<file path="config.mk">
export PLATFORM = sky130hd
export DESIGN_NAME = arps_scan
export DESIGN_NICKNAME = d
export VERILOG_FILES = /design/src/sv/arps_pkg.sv /design/src/sv/arps_scan.sv
export SDC_FILE = /design/constraint.sdc
export NUM_CORES = 1
export LEC_CHECK = 0
export ABC_AREA = 1
export ABC_CLOCK_PERIOD_IN_PS = 3100
export BUFFER_PORTS_ARGS = -buffer_cell sky130_fd_sc_hd__buf_2
export CAP_MARGIN = 25
export CORE_MARGIN = 2
export CORE_UTILIZATION = 49
export CTS_CLUSTER_DIAMETER = 120
export DETAILED_ROUTE_END_ITERATION = 6
export PLACE_DENSITY = 0.77
export SYNTH_ARGS = -nofsm -noshare
export SYNTH_HDL_FRONTEND = slang
export SYNTH_SLANG_ARGS = --single-unit
</file>
<file path="constraint.sdc">
create_clock -name clk -period 3.1 [get_ports clk]
set_input_delay 0.465 -clock clk [delete_from_list [all_inputs] [get_ports clk]]
set_output_delay 0.465 -clock clk [all_outputs]
set_load 0.02 [all_outputs]
</file>
<file path="src/sv/arps_pkg.sv">
// shared types and constants for the affine rotated palette scanout
// no dependencies; imported by every module of the block
package arps_pkg;

	localparam int IMAGE_DEPTH = 65536;

	typedef enum logic [1:0] {
		ACT_PIXEL      = 2'd0,
		ACT_IMAGE_WR   = 2'd1,
		ACT_BANNER_WR  = 2'd2,
		ACT_PALETTE_WR = 2'd3
	} action_t;

	typedef enum logic [2:0] {
		REG_START_X  = 3'd0,
		REG_START_Y  = 3'd1,
		REG_ACROSS_X = 3'd2,
		REG_ACROSS_Y = 3'd3,
		REG_DOWN_X   = 3'd4,
		REG_DOWN_Y   = 3'd5
	} cfg_reg_t;

	typedef struct packed {
		logic [15:0] start_x;
		logic [15:0] start_y;
		logic [15:0] across_x;
		logic [15:0] across_y;
		logic [15:0] down_x;
		logic [15:0] down_y;
	} arps_cfg_t;

	// fields that travel on to the palette stage
	typedef struct packed {
		logic        pixel;
		logic        banner;
		logic        pal_we;
		logic [7:0]  pal_index;
		logic [15:0] pal_color;
		logic [7:0]  column;
		logic [7:0]  line;
		logic        frame_end;
	} arps_meta_t;

	// request leaving the scan stage
	typedef struct packed {
		arps_meta_t  meta;
		logic        image_we;
		logic        banner_we;
		logic [15:0] addr;
		logic [7:0]  data;
	} arps_req_t;

endpackage

</file>
<file path="src/sv/arps_scan.sv">
// scan stage: pixel and line counters, 8.8 coordinate stepping, request register
// depends on arps_pkg
module arps_scan #(
	parameter int TOP_LINES   = 8,
	parameter int MAIN_LINES  = 216,
	parameter int LINE_PIXELS = 240
) (
	input  logic                clk,
	input  logic                arst_n,
	input  logic                adv,
	input  logic                in_valid,
	input  logic [1:0]          action,
	input  logic [15:0]         store_address,
	input  logic [7:0]          store_byte,
	input  logic [7:0]          palette_index,
	input  logic [7:0]          red,
	input  logic [7:0]          green,
	input  logic [7:0]          blue,
	input  arps_pkg::arps_cfg_t cfg,
	output logic                valid_s1,
	output arps_pkg::arps_req_t req_s1
);
	import arps_pkg::*;

	localparam int TOTAL_LINES  = TOP_LINES + MAIN_LINES;
	localparam int LW           = (TOTAL_LINES > 1) ? $clog2(TOTAL_LINES) : 1;
	localparam int BANNER_WORDS = 256 * TOP_LINES;
	localparam logic [LW-1:0] LINE_LAST       = LW'(TOTAL_LINES - 1);
	localparam logic [LW-1:0] LINE_FIRST_MAIN = LW'(TOP_LINES);
	localparam logic [7:0]    COL_LAST        = 8'(LINE_PIXELS - 1);

	logic [7:0]    col_q;
	logic [LW-1:0] line_q;
	logic [15:0]   cur_x_q, cur_y_q, row_x_q, row_y_q;

	logic          accept, pixel, banner, col_zero, first_main;
	logic [8:0]    line_ext;
	logic [15:0]   row_x_nxt, row_y_nxt, px, py;
	arps_req_t     req_d;

	always_comb begin
		accept     = in_valid & adv;
		pixel      = (action == ACT_PIXEL);
		banner     = (line_q < LINE_FIRST_MAIN);
		col_zero   = (col_q == '0);
		first_main = (line_q == LINE_FIRST_MAIN);
		line_ext   = 9'(line_q);

		// row start: load start on the first main line, else step down
		row_x_nxt = first_main ? cfg.start_x : row_x_q + cfg.down_x;
		row_y_nxt = first_main ? cfg.start_y : row_y_q + cfg.down_y;
		px        = col_zero ? row_x_nxt : cur_x_q;
		py        = col_zero ? row_y_nxt : cur_y_q;

		req_d.meta.pixel     = pixel;
		req_d.meta.banner    = banner;
		req_d.meta.pal_we    = (action == ACT_PALETTE_WR);
		req_d.meta.pal_index = palette_index;
		req_d.meta.pal_color = {red[7:3], green[7:2], blue[7:3]};
		req_d.meta.column    = col_q;
		req_d.meta.line      = line_ext[7:0];
		req_d.meta.frame_end = (line_q == LINE_LAST) && (col_q == COL_LAST);
		req_d.image_we       = (action == ACT_IMAGE_WR);
		req_d.banner_we      = (action == ACT_BANNER_WR) &&
			(store_address < 16'(BANNER_WORDS));
		req_d.data           = store_byte;
		if (!pixel) begin
			req_d.addr = store_address;
		end else if (banner) begin
			req_d.addr = {line_ext[7:0], col_q};
		end else begin
			req_d.addr = {py[15:8], px[15:8]};
		end
	end

	always_ff @(posedge clk or negedge arst_n) begin
		if (!arst_n) begin
			valid_s1 <= 1'b0;
			col_q    <= '0;
			line_q   <= '0;
			cur_x_q  <= '0;
			cur_y_q  <= '0;
			row_x_q  <= '0;
			row_y_q  <= '0;
		end else begin
			if (adv) begin
				valid_s1 <= in_valid;
			end
			if (accept && pixel) begin
				if (col_q == COL_LAST) begin
					col_q  <= '0;
					line_q <= (line_q == LINE_LAST) ? '0 : LW'(line_q + 1'b1);
				end else begin
					col_q <= col_q + 8'd1;
				end
				if (!banner) begin
					cur_x_q <= px + cfg.across_x;
					cur_y_q <= py + cfg.across_y;
					if (col_zero) begin
						row_x_q <= row_x_nxt;
						row_y_q <= row_y_nxt;
					end
				end
			end
		end
	end

	always_ff @(posedge clk) begin
		if (adv) begin
			req_s1 <= req_d;
		end
	end

endmodule

</file>
**After elaboration in Yosys (flattened, before gate mapping)**

Cells that the tools add are included.
W data, S select, Z words.

- Logic and storage cells: 51
- Register bits: 151

- Muxes and demuxes: 8
- Order comparisons: 2
- Reduce and logical (&&, ||, !) cells: 8
- Equality and inequality tests: 6
- Bitwise operators: 2
- Add/subtract/negate cells: 6

Operator list:

| cell | number |
|---|---|
| $mux W16 | 6 |
| $add A16 B16 Y16 | 4 |
| $add A8 B1 Y8 const B | 2 |
| $eq A8 B8 Y1 const B | 2 |
| $lt A16 B12 Y1 const B | 1 |
| $mux W8 | 2 |
| $eq A8 B4 Y1 const B | 1 |
| $logic_not A8 Y1 | 1 |
| $lt A8 B4 Y1 const B | 1 |
| $eq A2 B2 Y1 const B | 2 |
| $reduce_and A2 Y1 | 2 |
| $logic_and A1 B1 Y1 | 3 |
| $reduce_and A3 Y1 | 1 |
| $eq A2 B1 Y1 const B | 1 |
| $logic_not A2 Y1 | 1 |
| $and A1 B1 Y1 | 1 |
| $not A1 Y1 | 1 |

**Logic depth before layout (Yosys ltp)**

Gate-level depths: netlist of run 1.

- Depth in word-level cells: 5
- Gate-level depth with buffers: 23
- Gate-level depth less buffers: 23

**Worst setup path after synthesis of run 1**

OpenSTA, ideal clock, no wires.

- Path type: flip-flop to flip-flop
- Start point: reg col_q[0]
- End point: reg cur_x_q[12]
- Period minus slack after synthesis: 3186 ps
- Setup time: 136 ps
- Slack: -86 ps
- Data required time: 2964 ps
- Arrival time: 3050 ps
- Cell stages (with the launch flop): 18
- Cells stage by stage: dfrtp_1 > inv_1 > ha_1 > inv_1 > nor4_4 > buf_2 > buf_2 > a31oi_1 > ha_1 > fa_1 > nand3_1 > nand2_1 > a21oi_1 > nor2_1 > o2bb2ai_1 > o21ai_0 > xnor2_1 > o21ai_0

- Word-level cells in the longest chain between the ends: 3

RTL lines:

| element | RTL line | text |
|---|---|---|
| start, declared | arps_scan.sv:32 | `logic [7:0] col_q;` |
| start signal, assigned | arps_scan.sv:94 | `col_q <= col_q + 8'd1;` |
| $logic_not A8 Y1 | arps_scan.sv:45 | `col_zero = (col_q == '0);` |
| $mux W16 | arps_scan.sv:52 | `px = col_zero ? row_x_nxt : cur_x_q;` |
| $add A16 B16 Y16 | arps_scan.sv:97 | `cur_x_q <= px + cfg.across_x;` |
| end signal, assigned | arps_scan.sv:97 |  |
| end, declared | arps_scan.sv:34 | `logic [15:0] cur_x_q, cur_y_q, row_x_q, row_y_q;` |

Every way passes these cells.
A chain may end at the register's enable or synchronous reset.

**Worst setup path after layout of run 1**

- Start point: reg row_y_q[6]
- End point: reg cur_y_q[13]

- Word-level cells in the longest chain between the ends: 4

RTL lines:

| element | RTL line | text |
|---|---|---|
| start, declared | arps_scan.sv:34 |  |
| start signal, assigned | arps_scan.sv:101 | `row_y_q <= row_y_nxt;` |
| $add A16 B16 Y16 | arps_scan.sv:51 | `row_y_nxt = first_main ? cfg.start_y : row_y_q + cfg.down_y;` |
| $mux W16 | arps_scan.sv:51 |  |
| $mux W16 | arps_scan.sv:53 | `py = col_zero ? row_y_nxt : cur_y_q;` |
| $add A16 B16 Y16 | arps_scan.sv:98 | `cur_y_q <= py + cfg.across_y;` |
| end signal, assigned | arps_scan.sv:98 |  |
| end, declared | arps_scan.sv:34 |  |

Every way passes these cells.

==> flow_summary.json, run 1 <==
{
  "syn-num-nets": 1385,
  "ff_latch_area_sq_um": 4130,
  "routabilityCongestion": 0.9910,
  "die_w_microns": 142.8,
  "routedWlPerCell_microns": 20.57,
  "min_path_type": "input port to asynchronous set/reset pin",
  "postPlaceCellArea_sq_um": 12080,
  "cap_violations": 0,
  "swShare_pct": 39.04,
  "critPathMaxFanout": 4,
  "htree_levels": 4,
  "yosys-top-cells-area": "edfxtp_1, dfrtp_1, nand2_1",
  "synth-edff-count": 70,
  "drive_gt1_share_pct": 44.45,
  "clkPwrFrac_pct": 21.9,
  "drt-vias-per-instance": 5.960,
  "gr-total-overflow": 0,
  "fillers": 1156,
  "grt_max_degree": 72,
  "worst_skew_pair.late_latency_ps": 440,
  "yosys.area.top_type": "edfxtp_1",
  "ys_ff_latch": 151,
  "tightestPinTransition_ps": 917.4,
  "syn_to_final_growth_pct": 50.48,
  "vdd_drop_max_mv": 0.4886,
  "whs_ps": 8.819,
  "synth_area_sq_um": 9434,
  "ant_nets": 0,
  "syn_avg_cell_area_sq_um": 8.168,
  "rsz0062_at_grt": "true",
  "remaining_drc_errors": 0,
  "finalSetupViolations": 17,
  "fin_ws_ps": -373.0,
  "p_switching_mw": 3.720,
  "multiInputGateArea_sq_um": 6128,
  "rows": 50,
  "path_clk_slew_ps": 70,
  "grt_util_all_layers_pct": 31.20,
  "cts_root_buf": "clkbuf_16",
  "critical_path_required_ps": 3390,
  "synth-async-reset-ratio_pct": 53.64,
  "setup.worst_path.start_class": "flop",
  "layout_common_cells": "nand2_1, buf_2, buf_4",
  "fmax_ghz": 0.2879,
  "worstSetupEndpointType": "flop",
  "violations": "negative setup slack",
  "reg2reg_depth": 18,
  "totalPowerFinal_mw": 9.529,
  "final_common_cell": "nand2_1",
  "die_y_microns": 142.8,
  "grt_pass1_vias": 9735,
  "start_util_pct": 50.27,
  "comb_power_share_pct": 50.4,
  "final_hold_viol_count": 0,
  "synth_ff_type": "dfrtp_1",
  "first_pass_iters": 7,
  "status": "finished with violations",
  "syn_inst": 1155,
  "clockBufferDepth": 2,
  "dpl.hpwl_microns": 22720,
  "final_max_slew_viol_count": 0,
  "antenna_found_initial": 5,
  "arrival_ps": 3770,
  "power_leakage_nw": 6.895,
  "synth_cell_types": 45,
  "die_area_sq_um": 20380,
  "drtIter0Drc": 1279,
  "routed_wl_microns": 37330,
  "powerDensity_nw_per_um2": 671.2,
  "hold_buffers": 0,
  "post-route-period-util_pct": 112.0,
  "pwr-share-seq_pct": 27.6,
  "cts_buffers": 17,
  "grt_pass1_wl_microns": 49220,
  "clock-sinks": 151,
  "final.setup_skew_ps": 9.234,
  "num_vias": 10820,
  "final_nets": 1794,
  "intPower_mw": 5.808,
  "tritoncts": "yes",
  "fin_crit_ps": 3473,
  "fin_area_sq_um": 14200,
  "synth_top_area_share_pct": 22.28,
  "io_buffers": 220,
  "ios": 229,
  "critPathKind": "flop to flop",
  "synth_seq_area_share_pct": 43.77,
  "relSlewSlack_pct": 38.77,
  "ys_warn_count": 0,
  "core-area_sq_um": 18770,
  "fin_cells": 1815,
  "dp.cells": 1749
}
path summary, 6_finish.rpt:
check | slack [ps] | from | end
max | -370 | row_y_q[6] | cur_y_q[13]
min | 9 | arst_n | cur_y_q[2]
max reg2reg | -370 | row_y_q[6] | cur_y_q[13]
min reg2reg | 480 | cur_x_q[1] | cur_x_q[1]
max in group asynchronous | 2310 | arst_n | row_x_q[10]
min in group clk | 200 | palette_index[1] | req_s1[60]
cell type report:
type / count / share of cell area (%)
clock inverters: 15 / 1.128
multi-input cells: 881 / 43.17
repair buffers: 419 / 18.96
clock buffers: 17 / 2.997
diodes: 4 / 0.07051
flip-flops and latches: 151 / 29.09
inverters: 94 / 2.521
well taps: 234 / 2.062
repair_timing:
| action | 4_1_cts | 5_1_grt |
|---|---|---|
| cloned | 0 | 0 |
| setup buffers | 16 | 17 |
| gates resized for setup | 159 | 150 |
| pin swaps | 73 | 103 |
| endpoints found under the setup margin | 19 | 22 |
power by group through the flow:
stage / clock, mW / sequential, mW / combinational, mW
6_report: 2.09 / 2.63 / 4.81
2_1_floorplan: 0 / 2.74 / 1.81
3_3_place_gp: 0 / 2.62 / 3.22
5_1_grt: 2.17 / 2.66 / 5.11
3_5_place_dp: 0 / 2.64 / 3.32
4_1_cts: 2.09 / 2.60 / 3.85
registers in the layout, indices dropped and copies added, names as in the netlist:
name / cells
valid_s1: 1
row_x_q: 16
cur_x_q: 16
col_q: 8
cur_y_q: 16
row_y_q: 16
line_q: 8
req_s1: 70
metrics by stage:
| step | worst slack, ps | util [%] | setup TNS, ps |
|---|---|---|---|
| final | -373.0 | 75.64 | -3894 |
| after CTS | -145.5 | 71.43 | -733.1 |
| after global routing | -464.4 | 75.64 | -5237 |
| after floorplan | -3.869 | - | -3.869 |
| after detailed placement | -591.5 | 64.35 | -8365 |
| after global placement | -453.5 | 64.35 | -6702 |
synthesized netlist by cell type (2+ instances only):
cell / number
nand2_1: 346
inv_1: 87
dfrtp_1: 81
nand3_1: 78
o21ai_0: 78
a21oi_1: 75
nor2_1: 71
edfxtp_1: 70
ha_1: 68
o21ai_1: 27
xnor2_1: 22
a31oi_1: 19
buf_2: 18
xor2_1: 14
or2_2: 13
clkbuf_1: 10
nor3_1: 8
inv_2: 6
o21bai_1: 6
a21o_1: 5
nand4_1: 5
nor2_4: 5
or2_1: 5
fa_1: 4
a211oi_1: 3
and2_1: 3
nand2_2: 3
nor2_2: 3
o211ai_1: 3
a221oi_1: 2
nor4_1: 2
o2bb2ai_1: 2
kinds of logic (layout without fill, tap and decap cells):
family                   after synthesis  count (layout)  share of synthesized area, %
AND/OR/NAND/NOR                      548             548                         24.85
adder cells (fa/ha/maj)               72              72                         9.867
other                                  0               4                             0
AO/OA/AOI/OAI                        224             224                         12.88
XOR/XNOR                              36              36                         3.342
multiplexers                           1               1                        0.1194
flip-flops                           151             151                         43.77
buffers and inverters                123             545                         5.172
worst max-delay path, stage by stage, from the launching register on:
cell	delay (ps)
dfrtp_1	440
ha_4	250
nand2_1	100
nand2_2	100
a21oi_2	190
nand2_2	110
a31oi_2	230
xor2_1	190
nand2_1	80
o21ai_2	90
a21boi_1	140
ha_1	430
nand2_2	170
nor2_1	90
a211oi_2	230
nand2_1	100
or2_4	240
nand3_2	60
o21ai_1	80
metal layers:
metal  wire length [microns]  part of all wire (%)  vias up  track usage [%]
li1                        -                     -     4723                -
met1                   13790                    37     5004            41.28
met2                   17280                    46      839            50.61
met3                    3718                    10      250            4.963
met4                    2529                   6.8        2            14.33
met5                      14                 0.038        -                0
Note: power is estimated with default switching activity, not from simulation.
==> inputs of run 2 (changes only) <==
--- a/config.mk
+++ b/config.mk
@@ -9,6 +9,7 @@
 export ABC_CLOCK_PERIOD_IN_PS = 3100
 export BUFFER_PORTS_ARGS = -buffer_cell sky130_fd_sc_hd__buf_2
 export CAP_MARGIN = 25
+export CORE_ASPECT_RATIO = 1.1
 export CORE_MARGIN = 2
 export CORE_UTILIZATION = 49
 export CTS_CLUSTER_DIAMETER = 120
==> flow_summary.json, run 2 (synthesis results as in run 1) <==
{
  "vdd_drop_max_mv": 0.5229,
  "final_common_cell": "nand2_1",
  "setup.worst_path.start_class": "flop",
  "clkPwrFrac_pct": 22.9,
  "htree_levels": 4,
  "final_nets": 1820,
  "grt_pass1_vias": 9806,
  "arrival_ps": 3700,
  "largest_register_ffs": 70,
  "final_util_pct": 75.56,
  "num_vias": 10440,
  "first_pass_iters": 6,
  "gr-total-overflow": 0,
  "reg2reg_slack_ps": -330,
  "rsz0062_at_grt": "true",
  "fin_crit_ps": 3428,
  "routed_wl_microns": 35430,
  "tritoncts": "yes",
  "critPathMaxFanout": 3,
  "die_w_microns": 136.3,
  "final.setup_skew_ps": 11.15,
  "rows": 53,
  "power_leakage_nw": 7.028,
  "fin_ws_ps": -327.8,
  "finalSetupViolations": 16,
  "cts_root_buf": "clkbuf_16",
  "pwr-share-seq_pct": 27.6,
  "drt-vias-per-instance": 5.634,
  "worst_skew_pair.late_latency_ps": 440,
  "clockBufferDepth": 2,
  "pre_cts_ws_ps": -668.5,
  "post-route-period-util_pct": 110.6,
  "drtIter0Drc": 870,
  "cpMostUsedCell": "nand2_2",
  "fmax_ghz": 0.2917,
  "grt_max_degree": 72,
  "swShare_pct": 38.40,
  "top_register": "req_s1",
  "clock-sinks": 151,
  "min_path_type": "input port to asynchronous set/reset pin",
  "worstSetupEndpointType": "flop",
  "status": "finished with violations",
  "final_hold_viol_count": 0,
  "die_area_sq_um": 20380,
  "grt_util_all_layers_pct": 32.13,
  "ios": 229,
  "slowest_stage": "fa_2",
  "grt_pass1_wl_microns": 49960,
  "reg2reg_to": "cur_y_q[13]",
  "start_util_pct": 49.74,
  "intPower_mw": 5.854,
  "ant_nets": 0,
  "critPathKind": "flop to flop",
  "die_y_microns": 149.5,
  "powerDensity_nw_per_um2": 663.1,
  "remaining_drc_errors": 0,
  "routabilityCongestion": 0.9043,
  "hold_buffers": 0,
  "critical_path_required_ps": 3370,
  "io_buffers": 220,
  "dpl.hpwl_microns": 22860,
  "tightestPinTransition_ps": 923.1,
  "antenna_found_initial": 4,
  "routedWlPerCell_microns": 19.13,
  "cap_violations": 0,
  "core-area_sq_um": 18970,
  "path_cells": "ha_4 -> fa_2 -> nand3_2 -> nand2_2 -> nand2_2 -> nand2_2 -> nand2_2 -> nand2_2 -> xor2_1 -> nand2_1 -> o21ai_2 -> o21ai_2 -> ha_1 -> a21o_1 -> buf_4 -> a211oi_2 -> nand2_1 -> or2_4 -> nand3_2 -> o21ai_1",
  "comb_power_share_pct": 49.5,
  "layout_common_cells": "nand2_1, buf_2, buf_4",
  "reg2reg_depth": 20,
  "p_switching_mw": 3.649,
  "final_max_slew_viol_count": 0,
  "drive_gt1_share_pct": 44.73,
  "violations": "negative setup slack",
  "syn_to_final_growth_pct": 51.91,
  "cts_buffers": 17,
  "cpPeakStageDelay_ps": 420,
  "path_clk_slew_ps": 70,
  "crit-reg2reg-launch": "row_y_q[0]",
  "relSlewSlack_pct": 38.39
}
run 2: cell types whose count changed in the layout (fill, tap and decap cells not counted), sizes merged:
cell      previous run  this run
buf                419       444
clkinvlp             2         0
clkbuf              17        18
diode                4         2
inv                101       103
run 2: layout make-up:
cell class / count / area (sq um)
clock inverter: 15 / 190.2
tap: 247 / 309.0
sequential: 151 / 4129
fill: 1275 / 4634
inverter: 94 / 355.3
multi-input combinational: 881 / 5998
timing repair buffer: 445 / 2919
clock buffer: 17 / 425.4
antenna: 2 / 5.005
run 2: worst max-delay path by stage:
stage                     cells after the start  startpoint     endpoint
final                                        20  row_y_q[0]  cur_y_q[13]
after global routing                         18  row_y_q[3]  cur_y_q[14]
after CTS                                    21  row_y_q[0]  cur_y_q[15]
after detailed placement                     24     cfg[16]  cur_x_q[15]
after global placement                       18     cfg[16]  cur_x_q[11]
after floorplan                              16    col_q[4]  cur_x_q[12]
run 2: timing repair:
action,in CTS,in global routing
resized for setup,161,119
buffers inserted,27,30
pin swaps,65,81
endpoints found under the setup margin,18,21
cloned,0,1
run 2: through the flow:
| step | total power [mW] | hold slack [ps] | std cells | area, sq um | TNS (ps) |
|---|---|---|---|---|---|
| 2_1_floorplan | 4.557 | 169.4 | 1155 | 9513 | -3.869 |
| 3_3_place_gp | 5.820 | 456.7 | 1761 | 12110 | -7199 |
| 3_5_place_dp | 5.922 | 465.5 | 1761 | 12110 | -8456 |
| 4_1_cts | 8.691 | 45.30 | 1820 | 13610 | -372.1 |
| 5_1_grt | 9.996 | 65.32 | 1852 | 14330 | -5187 |
| 6_report | 9.503 | 22.62 | 1852 | 14330 | -2841 |
run 2: power by group through the flow:
stage / clock [mW] / sequential (mW) / combinational [mW]
floorplan: 0 / 2.74 / 1.81
global placement: 0 / 2.62 / 3.20
detailed placement: 0 / 2.64 / 3.28
CTS: 2.18 / 2.60 / 3.90
global route: 2.29 / 2.64 / 5.07
finish: 2.18 / 2.62 / 4.70
run 2: critical path: cells and delay by family (launching register included):
kind                       cells  cell delay (ps)
and+or+nand+nor               10              930
adders and majority gates      3              880
AOI/OAI and AO/OA              5              750
DFF                            1              410
buffers and inverters          1              150
xor gates and xnor gates       1              140
run 2: layer usage:
metal / global-route usage (%) / up-vias / share of wire (%)
li1: - / 4773 / -
met1: 36.64 / 4848 / 36
met2: 56.48 / 614 / 49
met3: 6.538 / 196 / 7.4
met4: 16.93 / 4 / 6.9
met5: 0 / - / 0.082
